--- config.mk ---
export PLATFORM = sky130hd
export DESIGN_NAME = multicast_address_claim_fsm
export DESIGN_NICKNAME = d
export VERILOG_FILES = /design/src/hdl/macf_pkg.sv /design/src/hdl/macf_front.sv /design/src/hdl/macf_queue.sv /design/src/hdl/macf_back.sv /design/src/hdl/multicast_address_claim_fsm.sv
export SDC_FILE = /design/constraint.sdc
export NUM_CORES = 1
export LEC_CHECK = 0
export BUFFER_PORTS_ARGS = -buffer_cell sky130_fd_sc_hd__buf_2
export CORE_MARGIN = 3
export CORE_UTILIZATION = 60
export CTS_CLUSTER_DIAMETER = 40
export DETAILED_ROUTE_END_ITERATION = 8
export PLACE_DENSITY = 0.83
export RECOVER_POWER = 25
export SYNTH_ARGS = -nofsm -noshare
export SYNTH_HDL_FRONTEND = slang
export SYNTH_SLANG_ARGS = --single-unit
--- constraint.sdc ---
create_clock -name clk_i -period 13.75 [get_ports clk_i]
set_input_delay 0 -clock clk_i [delete_from_list [all_inputs] [get_ports clk_i]]
set_output_delay 0 -clock clk_i [all_outputs]
set_load 0.02 [all_outputs]
--- src/hdl/macf_pkg.sv ---
// Shared types and constants of the multicast address claim block.
`timescale 1ns / 1ps

package macf_pkg;

  localparam int unsigned MacW       = 48;
  localparam int unsigned CountW     = 16;
  localparam int unsigned KindW      = 4;
  localparam int unsigned TxKindW    = 2;
  localparam int unsigned PhaseW     = 2;
  localparam int unsigned RandW      = 16;
  localparam int unsigned LimitW     = 4;
  localparam int unsigned IntervalW  = 20;
  localparam int unsigned CfgIndexW  = 3;
  localparam int unsigned QueueDepth = 2;

  localparam logic [MacW-1:0]  AddrPrefix = 48'h91E0_F000_0000;
  localparam logic [MacW-1:0]  McastDest  = 48'h91E0_F000_FF00;
  localparam logic [RandW-1:0] RandMaxLow = 16'hFDFF;

  // received message types
  localparam logic [KindW-1:0] RX_KIND_PROBE    = 4'd1;
  localparam logic [KindW-1:0] RX_KIND_DEFEND   = 4'd2;
  localparam logic [KindW-1:0] RX_KIND_ANNOUNCE = 4'd3;

  // transmitted message types
  localparam logic [TxKindW-1:0] TX_KIND_PROBE    = 2'd1;
  localparam logic [TxKindW-1:0] TX_KIND_DEFEND   = 2'd2;
  localparam logic [TxKindW-1:0] TX_KIND_ANNOUNCE = 2'd3;

  // configuration register indexes
  localparam logic [CfgIndexW-1:0] REG_PROBE_LIMIT     = 3'd0;
  localparam logic [CfgIndexW-1:0] REG_PROBE_INTERVAL  = 3'd1;
  localparam logic [CfgIndexW-1:0] REG_ANNOUNCE_INTVL  = 3'd2;
  localparam logic [CfgIndexW-1:0] REG_STATION_MAC     = 3'd3;
  localparam logic [CfgIndexW-1:0] REG_ADDRESS_COUNT   = 3'd4;

  // classified operation handed from front to back
  typedef enum logic [1:0] {
    OP_TICK,
    OP_PROBE,
    OP_DEFEND,
    OP_ANNOUNCE
  } op_e;

  typedef struct packed {
    logic [0:0]       action;
    logic [KindW-1:0] rx_kind;
    logic [MacW-1:0]  rx_start_addr;
    logic [CountW-1:0] rx_addr_count;
    logic [MacW-1:0]  rx_sender_mac;
    logic [RandW-1:0] random_low;
  } in_item_t;

  typedef struct packed {
    logic [TxKindW-1:0] tx_kind;
    logic [MacW-1:0]    tx_dest_mac;
    logic [MacW-1:0]    tx_source_mac;
    logic [MacW-1:0]    tx_start_addr;
    logic [CountW-1:0]  tx_addr_count;
    logic [MacW-1:0]    tx_conflict_addr;
    logic [CountW-1:0]  tx_conflict_count;
    logic [PhaseW-1:0]  phase_now;
  } out_item_t;

  typedef struct packed {
    logic [LimitW-1:0]    probe_limit;
    logic [IntervalW-1:0] probe_interval_ticks;
    logic [IntervalW-1:0] announce_interval_ticks;
    logic [MacW-1:0]      station_mac;
    logic [CountW-1:0]    address_count;
  } cfg_t;

  typedef struct packed {
    op_e               op;
    logic [MacW-1:0]   start_addr;
    logic [CountW-1:0] addr_count;
    logic [MacW-1:0]   sender_mac;
    logic [RandW-1:0]  rand_low;
  } queue_item_t;

endpackage

--- src/hdl/macf_front.sv ---
// Front end: accepts input beats, classifies them and drops frames of unknown type.
`timescale 1ns / 1ps

module macf_front
  import macf_pkg::*;
(
  input  logic        in_valid_i,
  input  in_item_t    in_item_i,
  output logic        in_ready_o,
  input  logic        queue_full_i,
  output logic        push_o,
  output queue_item_t push_item_o
);

  logic keep;
  op_e  op;

  assign in_ready_o = !queue_full_i;

  always_comb begin
    keep = 1'b1;
    op   = OP_TICK;
    if (in_item_i.action != 1'b0) begin
      unique case (in_item_i.rx_kind)
        RX_KIND_PROBE:    op = OP_PROBE;
        RX_KIND_DEFEND:   op = OP_DEFEND;
        RX_KIND_ANNOUNCE: op = OP_ANNOUNCE;
        default:          keep = 1'b0;
      endcase
    end
  end

  always_comb begin
    push_item_o.op         = op;
    push_item_o.start_addr = in_item_i.rx_start_addr;
    push_item_o.addr_count = in_item_i.rx_addr_count;
    push_item_o.sender_mac = in_item_i.rx_sender_mac;
    // clamp the random value to the top of the usable range
    push_item_o.rand_low   = (in_item_i.random_low > RandMaxLow) ? RandMaxLow
                                                                 : in_item_i.random_low;
  end

  assign push_o = in_valid_i && in_ready_o && keep;

endmodule

--- src/hdl/macf_queue.sv ---
// Short queue of classified operations between front and back.
`timescale 1ns / 1ps

module macf_queue
  import macf_pkg::*;
(
  input  logic        clk_i,
  input  logic        rst_ni,
  input  logic        push_i,
  input  queue_item_t push_item_i,
  input  logic        pop_i,
  output logic        full_o,
  output logic        valid_o,
  output queue_item_t item_o
);

  localparam int unsigned PtrW = (QueueDepth > 1) ? $clog2(QueueDepth) : 1;
  localparam int unsigned CntW = $clog2(QueueDepth + 1);

  queue_item_t         entry_q [QueueDepth];
  logic [PtrW-1:0]     wr_ptr_q, wr_ptr_d;
  logic [PtrW-1:0]     rd_ptr_q, rd_ptr_d;
  logic [CntW-1:0]     count_q, count_d;

  assign full_o  = (count_q == CntW'(QueueDepth));
  assign valid_o = (count_q != '0);
  assign item_o  = entry_q[rd_ptr_q];

  function automatic logic [PtrW-1:0] ptr_next(input logic [PtrW-1:0] ptr);
    logic [PtrW-1:0] nxt;
    nxt = (ptr == PtrW'(QueueDepth - 1)) ? '0 : ptr + PtrW'(1);
    return nxt;
  endfunction

  always_comb begin
    wr_ptr_d = push_i ? ptr_next(wr_ptr_q) : wr_ptr_q;
    rd_ptr_d = pop_i ? ptr_next(rd_ptr_q) : rd_ptr_q;
    count_d  = count_q;
    if (push_i && !pop_i) begin
      count_d = count_q + CntW'(1);
    end else if (pop_i && !push_i) begin
      count_d = count_q - CntW'(1);
    end
  end

  always_ff @(posedge clk_i or negedge rst_ni) begin
    if (!rst_ni) begin
      wr_ptr_q <= '0;
      rd_ptr_q <= '0;
      count_q  <= '0;
    end else begin
      wr_ptr_q <= wr_ptr_d;
      rd_ptr_q <= rd_ptr_d;
      count_q  <= count_d;
    end
  end

  always_ff @(posedge clk_i) begin
    if (push_i) begin
      entry_q[wr_ptr_q] <= push_item_i;
    end
  end

endmodule

--- src/hdl/macf_back.sv ---
// Back end: claim state machine, interval timer and output register.
`timescale 1ns / 1ps

module macf_back
  import macf_pkg::*;
#(
  parameter int unsigned TIMER_BITS = 20
) (
  input  logic        clk_i,
  input  logic        rst_ni,
  input  cfg_t        cfg_i,
  input  logic        q_valid_i,
  input  queue_item_t q_item_i,
  output logic        pop_o,
  output logic        out_valid_o,
  input  logic        out_ready_i,
  output out_item_t   out_item_o
);

  localparam int unsigned LoadW = (TIMER_BITS > IntervalW) ? TIMER_BITS : IntervalW;
  localparam logic [LoadW-1:0] TimerMax = LoadW'({TIMER_BITS{1'b1}});

  typedef enum logic [PhaseW-1:0] {
    PH_INITIAL   = 2'd0,
    PH_PROBING   = 2'd1,
    PH_DEFENDING = 2'd2
  } phase_e;

  phase_e                phase_q, phase_d;
  logic [MacW-1:0]       held_q, held_d;
  logic [LimitW-1:0]     probes_q, probes_d;
  logic [TIMER_BITS-1:0] timer_q, timer_d;
  logic                  out_valid_q, out_valid_d;
  out_item_t             out_item_q, out_item_d;

  logic                  can_go;
  logic                  emit;
  logic                  match;
  logic [LimitW-1:0]     probes_dec;
  logic [TIMER_BITS-1:0] probe_load;
  logic [TIMER_BITS-1:0] announce_load;
  logic [TxKindW-1:0]    tx_kind;
  logic [MacW-1:0]       tx_dest;
  logic [MacW-1:0]       cf_addr;
  logic [CountW-1:0]     cf_count;

  // zero interval expires on the next tick; clamp to what the timer holds
  function automatic logic [TIMER_BITS-1:0] timer_load(input logic [IntervalW-1:0] interval);
    logic [LoadW-1:0]      wide;
    logic [TIMER_BITS-1:0] res;
    wide = LoadW'(interval);
    if (wide == '0) begin
      res = TIMER_BITS'(1);
    end else if (wide > TimerMax) begin
      res = TimerMax[TIMER_BITS-1:0];
    end else begin
      res = wide[TIMER_BITS-1:0];
    end
    return res;
  endfunction

  assign probe_load    = timer_load(cfg_i.probe_interval_ticks);
  assign announce_load = timer_load(cfg_i.announce_interval_ticks);

  assign can_go      = !out_valid_q || out_ready_i;
  assign pop_o       = q_valid_i && can_go;
  assign out_valid_o = out_valid_q;
  assign out_item_o  = out_item_q;

  assign match      = (q_item_i.start_addr == held_q);
  assign probes_dec = (probes_q != '0) ? probes_q - LimitW'(1) : '0;

  always_comb begin
    phase_d  = phase_q;
    held_d   = held_q;
    probes_d = probes_q;
    timer_d  = timer_q;
    emit     = 1'b0;
    tx_kind  = TX_KIND_PROBE;
    tx_dest  = McastDest;
    cf_addr  = '0;
    cf_count = '0;
    if (pop_o) begin
      unique case (q_item_i.op)
        OP_TICK: begin
          if (phase_q != PH_PROBING && phase_q != PH_DEFENDING) begin
            // generate a fresh address and send the first probe
            held_d   = AddrPrefix | MacW'(q_item_i.rand_low);
            probes_d = (cfg_i.probe_limit == '0) ? LimitW'(1) : cfg_i.probe_limit;
            timer_d  = probe_load;
            phase_d  = PH_PROBING;
            emit     = 1'b1;
          end else if (timer_q > TIMER_BITS'(1)) begin
            timer_d = timer_q - TIMER_BITS'(1);
          end else if (phase_q == PH_PROBING) begin
            probes_d = probes_dec;
            emit     = 1'b1;
            if (probes_dec != '0) begin
              timer_d = probe_load;
            end else begin
              timer_d = announce_load;
              phase_d = PH_DEFENDING;
              tx_kind = TX_KIND_ANNOUNCE;
            end
          end else begin
            timer_d = announce_load;
            tx_kind = TX_KIND_ANNOUNCE;
            emit    = 1'b1;
          end
        end
        OP_PROBE, OP_DEFEND, OP_ANNOUNCE: begin
          if (match) begin
            priority if (phase_q == PH_PROBING) begin
              phase_d  = PH_INITIAL;
              probes_d = '0;
              timer_d  = '0;
            end else if (phase_q == PH_DEFENDING) begin
              if (q_item_i.op == OP_PROBE) begin
                // answer the prober directly
                tx_kind  = TX_KIND_DEFEND;
                tx_dest  = q_item_i.sender_mac;
                cf_addr  = q_item_i.start_addr;
                cf_count = q_item_i.addr_count;
                emit     = 1'b1;
              end else begin
                phase_d  = PH_INITIAL;
                probes_d = '0;
                timer_d  = '0;
              end
            end else begin
              phase_d = phase_q;
            end
          end
        end
        default: begin
          phase_d = phase_q;
        end
      endcase
    end
  end

  always_comb begin
    out_valid_d = out_valid_q;
    out_item_d  = out_item_q;
    if (can_go) begin
      out_valid_d = emit;
      if (emit) begin
        out_item_d.tx_kind           = tx_kind;
        out_item_d.tx_dest_mac       = tx_dest;
        out_item_d.tx_source_mac     = cfg_i.station_mac;
        out_item_d.tx_start_addr     = held_d;
        out_item_d.tx_addr_count     = cfg_i.address_count;
        out_item_d.tx_conflict_addr  = cf_addr;
        out_item_d.tx_conflict_count = cf_count;
        out_item_d.phase_now         = phase_d;
      end
    end
  end

  always_ff @(posedge clk_i or negedge rst_ni) begin
    if (!rst_ni) begin
      phase_q     <= PH_INITIAL;
      held_q      <= '0;
      probes_q    <= '0;
      timer_q     <= '0;
      out_valid_q <= 1'b0;
    end else begin
      phase_q     <= phase_d;
      held_q      <= held_d;
      probes_q    <= probes_d;
      timer_q     <= timer_d;
      out_valid_q <= out_valid_d;
    end
  end

  always_ff @(posedge clk_i) begin
    out_item_q <= out_item_d;
  end

endmodule

--- src/hdl/multicast_address_claim_fsm.sv ---
// Top level of the multicast address claim block: configuration registers and datapath.
`timescale 1ns / 1ps

// Takes one input beat per clock (a tick or a received frame) whenever the two-entry
// operation queue has room, and retires one queued operation per clock whenever the
// output register is empty or being emptied; the back end updates the claim state
// for each retired operation, which sets that rate. A frame to send is held in the
// queue and then in the output register. Frames of unknown type are dropped at the
// front end. Configuration writes are taken in every cycle.

module multicast_address_claim_fsm
  import macf_pkg::*;
#(
  parameter int unsigned TIMER_BITS = 20
) (
  input  logic                 clk_i,
  input  logic                 rst_ni,
  input  logic                 cfg_valid_i,
  output logic                 cfg_ready_o,
  input  logic [CfgIndexW-1:0] cfg_index_i,
  input  logic [MacW-1:0]      cfg_data_i,
  input  logic                 in_valid_i,
  output logic                 in_ready_o,
  input  in_item_t             in_item_i,
  output logic                 out_valid_o,
  input  logic                 out_ready_i,
  output out_item_t            out_item_o
);

  cfg_t        cfg_q, cfg_d;
  logic        queue_full;
  logic        push;
  queue_item_t push_item;
  logic        pop;
  logic        q_valid;
  queue_item_t q_item;

  assign cfg_ready_o = 1'b1;

  always_comb begin
    cfg_d = cfg_q;
    if (cfg_valid_i) begin
      unique case (cfg_index_i)
        REG_PROBE_LIMIT:    cfg_d.probe_limit             = cfg_data_i[LimitW-1:0];
        REG_PROBE_INTERVAL: cfg_d.probe_interval_ticks    = cfg_data_i[IntervalW-1:0];
        REG_ANNOUNCE_INTVL: cfg_d.announce_interval_ticks = cfg_data_i[IntervalW-1:0];
        REG_STATION_MAC:    cfg_d.station_mac             = cfg_data_i;
        REG_ADDRESS_COUNT:  cfg_d.address_count           = cfg_data_i[CountW-1:0];
        default:            cfg_d = cfg_q;
      endcase
    end
  end

  always_ff @(posedge clk_i or negedge rst_ni) begin
    if (!rst_ni) begin
      cfg_q.probe_limit             <= LimitW'(3);
      cfg_q.probe_interval_ticks    <= IntervalW'(500);
      cfg_q.announce_interval_ticks <= IntervalW'(30000);
      cfg_q.station_mac             <= '0;
      cfg_q.address_count           <= CountW'(1);
    end else begin
      cfg_q <= cfg_d;
    end
  end

  macf_front u_front (
    .in_valid_i   (in_valid_i),
    .in_item_i    (in_item_i),
    .in_ready_o   (in_ready_o),
    .queue_full_i (queue_full),
    .push_o       (push),
    .push_item_o  (push_item)
  );

  macf_queue u_queue (
    .clk_i       (clk_i),
    .rst_ni      (rst_ni),
    .push_i      (push),
    .push_item_i (push_item),
    .pop_i       (pop),
    .full_o      (queue_full),
    .valid_o     (q_valid),
    .item_o      (q_item)
  );

  macf_back #(
    .TIMER_BITS (TIMER_BITS)
  ) u_back (
    .clk_i       (clk_i),
    .rst_ni      (rst_ni),
    .cfg_i       (cfg_q),
    .q_valid_i   (q_valid),
    .q_item_i    (q_item),
    .pop_o       (pop),
    .out_valid_o (out_valid_o),
    .out_ready_i (out_ready_i),
    .out_item_o  (out_item_o)
  );

endmodule

==> summary.md, run 1 <==
| Metric | Value |
|---|---|
| Most common cell in the netlist | `edfxtp_1` |
| Global Route Usage Sum | `29.4%` |
| Number of port buffers | `418` |
| TritonRoute pass-1 iters | `5` |
| #FFs+latches synth | `675` |
| Clk pin slew, worst setup/hold paths | `70 ps` |
| Clock insertion delay at the later pin of the skew report | `630 ps` |
| Period utilization | `49.8%` |
| Sequential fraction of the synthesis area | `76.8%` |
| Syn avg cell area | `16.7 um^2` |
| Worst r2r src | `u_queue.rd_ptr_q` |
| Critical-path cell list | `dlygate4sd3_1 -> clkbuf_1` |
| Post-CTS setup buffer count | `0` |
| Critical path depth | `2` |
| CTS tree | `done` |
| Chip width | `211 um` |
| Hold Path Class | `primary input to flop` |
| Status | `complete, but fails checks` |
| Die H | `211 um` |
| Critical setup path kind | `primary input to asynchronous set/reset pin` |
| Startpoint types | `primary input` |
| Clk_skew | `33.4 ps` |
| Worst-Margin Slew | `6400 ps` |
| Post-DR wirelength/cell | `23.8 um` |
| M1 WL | `23,700 um` |
| Vias in the first global route | `16,698` |
| Via Count | `15,867` |
| Final nets | `2,340` |
| Met2 routed WL | `33,500 um` |
| Num rows | `74` |
| Yosys cell types | `54` |
| WHS Path Cells | `4` |
| Top Family by Delay on Critical Path | `buffers and inverters` |
| Number of synthesized flops with an enable pin | `488` |
| Vias/cell | `5.78` |
| Largest vdd supply drop | `162 uV` |
| Sinks on Clock Net | `675` |
| Lkg Pwr | `12.5 nW` |
| Initial Utilization | `61.2%` |
| R2R setup slack | `7590 ps` |
| Ys async rst share | `27.7%` |
| Area contributors post-synth | `edfxtp_1 58%, dfrtp_1 17%, mux2_2 4.9%` |
| Reg2Reg Depth | `10` |
| Synth Flop Type | `edfxtp_1` |
| Critical Path Sink Type | `asynchronous set/reset pin` |
| Global placement routability congestion | `0.848` |
| Final Util | `78.6%` |
| Crit path DAT | `5070 ps` |
| End of the worst hold path | `cfg_q[13]` |
| Max-slew violations | `120` |
| First-pass GRT wire length | `99,200 um` |
| Fmax | `146 MHz` |
| Failing checks | `capacitance limit, slew limit` |
| Synth top area share | `58.1%` |
| CTS buffer count | `79` |
| First-iteration detailed-routing DRC count | `1,469` |
| Post-Route WL | `65,500 um` |
| Die Area | `0.0445 mm^2` |
| Min Clock Period, post-route | `6850 ps` |
| Placed cell areas | `0.0279 mm^2` |
| Final Hold Viols | `0` |
| Max Root-Sink Buffers | `3` |
| Final Cell Area | `0.0324 mm^2` |
| DR top layer | `met5` |
| PD cells | `199 mW/mm^2` |
| Slowest stage delay, CP | `4440 ps` |
| Syn Nets | `1,703` |
| Reg2reg end | `u_back.out_item_o[82]` |
| # H-tree levels | `3` |
| Synth top cells by count | `488 x edfxtp_1, 171 x dfrtp_1, 116 x mux2i_1, 115 x nor2_1, 109 x mux2_2` |
| Cell count after synthesis | `1,508` |
| Critical path required time | `11,970 ps` |
| Total grt overflow | `0` |
| Total negative slack | `0 ps` |
| Post-Layout Cell Count | `2,747` |
| Maximum fanout along the worst path | `119` |
| I/O pin count | `420` |
| YS warnings | `0` |
| Detail Route Antenna Nets | `0` |
| CP bufs+invs | `2` |
| Core area | `0.0412 mm^2` |
| Setup violators final | `0` |
| Max_cap viols | `1` |
| Area leader, netlist | `edfxtp_1` |
| Drt drc | `0` |
| HP Start | `cfg_index_i[2]` |
| Pin count of the biggest net entering global routing | `120` |
| Cell total after placement | `2,409` |
| Initial antenna violation count | `5` |
| Share of layout cells above drive strength 1 | `27.9%` |
| Root Driver | `clkbuf_16` |
| Slew headroom | `-327%` |
| RSZ-0062 raised after global routing | `no` |
| Netlist Area Pre-Place | `0.0252 mm^2` |
| Slowest cell on the critical path | `clkbuf_1` |
| Met3 Wirelength | `5240 um` |
| Post-DP HPWL | `36,400 um` |
| Layout area overhead | `28.4%` |
-- final cells by class --
type	instances	area [um^2]
antenna	4	10.0
clock buffer	93	2110
clock inverter	54	658
fill	2168	8830
inverter	13	48.8
multi-input combinational	753	5560
sequential	675	19400
tap	532	666
timing repair buffer	623	3970
-- cells in the final DEF (no fill, tap or decap), drive strengths merged, types with 7 or more instances in the layout --
master,synthesis,layout
a211o,18,18
a21oi,17,17
a32o,7,7
and2,24,24
buf,25,336
bufinv,0,7
clkbuf,42,193
clkinv,0,15
clkinvlp,0,10
dfrtp,171,171
dfstp,16,16
dlygate4sd3,0,187
edfxtp,488,488
inv,13,35
mux2,114,114
mux2i,116,116
nand2,60,60
nand2b,14,14
nand3,24,24
nand4,9,9
nor2,115,115
nor2b,21,21
nor3,17,17
nor4,27,27
o21ai,39,39
or2,9,9
or3,11,11
xnor2,60,60
-- flip-flops by register name (all words and copies together), names as in the netlist --
register and count:
u_queue.rd_ptr_q 1, u_queue.count_q 2, u_back.phase_q 2, u_queue.entry_q 260
cfg_q 108, u_back.probes_q 4, u_back.timer_q 20, u_queue.wr_ptr_q 1
u_back.out_valid_o 1, u_back.held_q 48, u_back.out_item_o 228
-- worst max-delay path by stage --
stage	end	startpoint	slack [ps]
finish	u_queue.rd_ptr_q	rst_ni	6900
global route	u_queue.rd_ptr_q	rst_ni	5490
CTS	u_back.out_item_o[82]	u_queue.rd_ptr_q	7730
detailed placement	u_back.out_item_o[181]	u_queue.rd_ptr_q	7820
global placement	u_back.out_item_o[96]	u_queue.rd_ptr_q	8010
floorplan	u_back.out_item_o[0]	u_queue.rd_ptr_q	6270
-- report_power, final --
group	internal, W	total, W	switching (W)	leakage [nW]
combinational	0.000507	0.00140	0.000889	4.45
clock	0.00127	0.00219	0.000915	1.33
sequential	0.00265	0.00287	0.000224	6.68
total	0.00443	0.00645	0.00203	12.5
-- through the flow --
step                hold slack (ps)  total power, W  setup slack [ps]
finish                         32.2         0.00645              6900
global route                   53.0         0.00670              5490
CTS                            7.56         0.00641              7730
detailed placement              191         0.00419              7820
global placement                187         0.00414              8010
floorplan                      -296         0.00382              6270
-- kinds of logic (layout without fill, tap and decap cells) --
group	count (synthesis)	count (layout)	synth area share, %
flops	675	675	76.8
simple gates	340	340	6.62
mux	230	230	9.70
compound gates	110	110	2.94
buf+inv	80	783	1.38
xor+xnor	66	66	2.29
fa+ha+maj	6	6	0.298
other cells	1	5	0.0149
-- what timing repair did --
| action | in CTS | in global routing |
|---|---|---|
| hold buffers | 187 | 0 |
| resized for setup | 0 | 0 |
| endpoints found under the hold margin | 481 | 0 |
| endpoints found under the setup margin | 0 | 0 |
-- per-layer routing --
layer | vias up | GRT usage, %
li1 | 6897 | -
met1 | 7875 | 36.4
met2 | 890 | 50.2
met3 | 199 | 7.26
met4 | 6 | 12.4
met5 | - | 0
Power figures use the tool's default switching activity.
==> run 2: changes to the inputs <==
--- a/config.mk
+++ b/config.mk
@@ -7,10 +7,10 @@
 export LEC_CHECK = 0
 export BUFFER_PORTS_ARGS = -buffer_cell sky130_fd_sc_hd__buf_2
 export CORE_MARGIN = 3
-export CORE_UTILIZATION = 60
+export CORE_UTILIZATION = 51
 export CTS_CLUSTER_DIAMETER = 40
 export DETAILED_ROUTE_END_ITERATION = 8
-export PLACE_DENSITY = 0.83
+export PLACE_DENSITY = 0.75
 export RECOVER_POWER = 25
 export SYNTH_ARGS = -nofsm -noshare
 export SYNTH_HDL_FRONTEND = slang
==> constraint.sdc (replaced) <==
create_clock -name clk_i -period 6.1 [get_ports clk_i]
set_input_delay 0 -clock clk_i [delete_from_list [all_inputs] [get_ports clk_i]]
set_output_delay 0 -clock clk_i [all_outputs]
set_load 0.02 [all_outputs]
==> run 2 against run 1 <==
  * The flow still finishes with violations (capacitance limit, slew limit)
  * Power up 130%
  * First-iteration DRC count down 18%
  * Worst setup slack worse by 5500 ps
  * Count of clock-buffer cells in the layout up 11
  * Sequential power up 130%
  * Critical path type is now flop to flop
  * Critical endpoint is now u_back.out_item_o[207]
  * Largest cell class unchanged
==> summary.md, run 2 (synthesis gave the netlist of run 1 again) <==
| Metric | Value |
|---|---|
| Slew headroom | `-145% (+180 points)` |
| Clk_skew | `25.4 ps (-8.01 ps)` |
| Slowest cell on the critical path | `dfrtp_4` |
| I/O pin count | `420 (unchanged)` |
| Cell total after placement | `2,538 (+5.4%)` |
| Number of port buffers | `418 (unchanged)` |
| Critical path required time | `6450 ps (-5520 ps)` |
| Critical-path cell list | `mux2i_1 -> xnor2_1 -> nor4_1 -> nand4_1 -> nor3_2 -> nand4_4 -> buf_4 -> buf_4 -> a211o_1` |
| CP dominant cell by count | `buf_4` |
| Vias in the first global route | `16,193 (-3.0%)` |
| Failing checks | `capacitance limit, slew limit` |
| Post-cts resize count | `0 (unchanged)` |
| Reg2Reg Depth | `9 (-1)` |
| First-iteration detailed-routing DRC count | `1,205 (-18%)` |
| GRT Max-Usage Layer | `met2` |
| Final Util | `68.2% (-10 points)` |
| Critical path depth | `9 (+7)` |
| # H-tree levels | `3 (unchanged)` |
| Reg2reg end | `u_back.out_item_o[207]` |
| Post-CTS setup buffer count | `0 (unchanged)` |
| Met3 Use GR | `6.21% (-1.1 points)` |
| Layout area overhead | `30.5%` |
| Post-Route WL | `61,100 um (-6.7%)` |
| Initial Utilization | `52.3% (-8.9 points)` |
| Top Family by Delay on Critical Path | `simple AND/OR/NAND/NOR gates` |
| Max_cap viols | `1 (unchanged)` |
| Die Area | `0.0521 mm^2 (+17%)` |
| WHS Path Cells | `4 (unchanged)` |
| CTS tree | `done` |
| Startpoint types | `flop` |
| Global placement routability congestion | `0.829 (-2.3%)` |
| Clock insertion delay at the later pin of the skew report | `630 ps (about the same)` |
| Lkg Pwr | `12.7 nW (+1.7%)` |
| Sinks on Clock Net | `675 (unchanged)` |
| Setup violators final | `0 (unchanged)` |
| Post-DP HPWL | `37,000 um (+1.7%)` |
| Via Count | `15,409 (-2.9%)` |
| Slowest stage delay, CP | `1060 ps (-3380 ps)` |
| Global Route Usage Sum | `23.3% (-6.1 points)` |
| Most frequent cells in the layout | `488 x edfxtp_1, 324 x buf_2, 189 x dlygate4sd3_1` |
| Largest vdd supply drop | `295 uV (+82%)` |
| Met2 GRT Util | `39.4% (-11 points)` |
| Core area | `0.0482 mm^2 (+17%)` |
| Share of layout cells above drive strength 1 | `28.9% (+0.95 points)` |
| Layout fillers | `3,242 (+50%)` |
| Max Root-Sink Buffers | `3 (unchanged)` |
| Fmax | `213 MHz` |
| Post-DR wirelength/cell | `21.1 um (-12%)` |
| Met1 global-route usage | `29.1% (-7.2 points)` |
| Detail Route Antenna Nets | `0 (unchanged)` |
| Drt drc | `0 (unchanged)` |
| Worst r2r src | `u_queue.rd_ptr_q` |
| PD cells | `449 mW/mm^2 (+130%)` |
| Worst-Margin Slew | `3680 ps (-2730 ps)` |
| Post-Layout Cell Count | `2,899 (+5.5%)` |
| Final Cell Area | `0.0329 mm^2 (+1.6%)` |
| RSZ-0062 raised after global routing | `no` |
| Root Driver | `clkbuf_16` |
| Clk pin slew, worst setup/hold paths | `60 ps (about the same)` |
| End of the critical path | `u_back.out_item_o[207]` |
| Final nets | `2,358 (+0.77%)` |
| Die H | `228 um (+8.2%)` |
| Critical Path Sink Type | `flop` |
| CP bufs+invs | `2 (unchanged)` |
| Period utilization | `76.9%` |
| Initial antenna violation count | `5 (unchanged)` |
| R2R setup slack | `1410 ps (-6180 ps)` |
| Min Clock Period, post-route | `4690 ps` |
| CTS buffer count | `89 (+13%)` |
| CP Launch Point | `u_queue.rd_ptr_q` |
| Max-slew violations | `68 (-43%)` |
| Placed cell areas | `0.0281 mm^2 (+0.77%)` |
| Status | `complete, but fails checks` |
| Hold Path Class | `primary input to flop` |
| Max FFs per register | `260 (unchanged)` |
| Maximum fanout along the worst path | `71 (-40%)` |
| Critical setup path kind | `flop to flop` |
| Most common cell after layout, fill and taps aside | `edfxtp_1` |
| Total grt overflow | `0 (unchanged)` |
| Total negative slack | `0 ps (unchanged)` |
| Num rows | `80 (+8.1%)` |
| Crit path DAT | `5040 ps (-30 ps)` |
| Top reg by flops | `u_queue.entry_q` |
| First-pass GRT wire length | `94,500 um (-4.8%)` |
| Worst Hold Slack | `67.3 ps (+35.2 ps)` |
| Pin count of the biggest net entering global routing | `73 (-39%)` |
| Vias/cell | `5.32 (-8.0%)` |
| Final Hold Viols | `0 (unchanged)` |
| Chip width | `228 um (+8.2%)` |
| TritonRoute pass-1 iters | `5 (unchanged)` |
## run 2: cell count changes in the layout (fill, tap and decap cells not counted), sizes merged
cell,change
clkinv,+11
inv,-1
clkinvlp,-3
clkbuf,+8
bufinv,+2
buf,+9
dlygate4sd3,+2
## run 2: final cells by class
| cell class | count | area, um^2 | share of cell area, % |
|---|---|---|---|
| diodes | 4 | 10.0 | 0.0304 |
| clock buffers | 104 | 2330 | 7.10 |
| clock inverters | 63 | 713 | 2.17 |
| inverters | 13 | 48.8 | 0.148 |
| multi-input cells | 753 | 5560 | 16.9 |
| flip-flops and latches | 675 | 19400 | 58.8 |
| well taps | 656 | 821 | 2.49 |
| repair buffers | 631 | 4050 | 12.3 |
## run 2: worst min path at each step
stage | startpoint | endpoint | slack (ps)
after detailed placement | rst_ni | cfg_q[26] | 70
after floorplan | rst_ni | cfg_q[100] | -300
final | cfg_index_i[2] | cfg_q[104] | 70
after global placement | rst_ni | cfg_q[26] | 70
after global routing | cfg_index_i[2] | cfg_q[104] | 50
after CTS | cfg_index_i[2] | cfg_q[104] | 30
## run 2: power by group
| group | switching (W) | internal (W) |
|---|---|---|
| registers | 0.000516 | 0.00595 |
| clock network | 0.00206 | 0.00319 |
| logic | 0.00190 | 0.00116 |
| total | 0.00447 | 0.0103 |
## run 2: what timing repair did
| item | 4_1_cts | 5_1_grt |
|---|---|---|
| setup endpoints to repair | 0 | 0 |
| hold endpoints to repair | 446 | 0 |
| hold buffers | 190 | 0 |
## run 2: tightest hold or removal path, cell delays in order
cell,delay [ps]
buf_2,100
nor2b_1,80
nor3b_1,230
mux2_2,250
## run 2: metal layers
layer  part of all wire [%]  up-vias
li1                       -     6947
met3                    7.0      142
met4                    3.4        2
met5                  0.021        -
met2                     51      632
met1                     39     7686
## run 2: through the flow
| step | worst slack (ps) | power, W |
|---|---|---|
| 6_report | 1410 | 0.0148 |
| 5_1_grt | 841 | 0.0154 |
| 4_1_cts | 1420 | 0.0149 |
| 3_5_place_dp | 1450 | 0.00948 |
| 3_3_place_gp | 1550 | 0.00939 |
| 2_1_floorplan | 800 | 0.00855 |
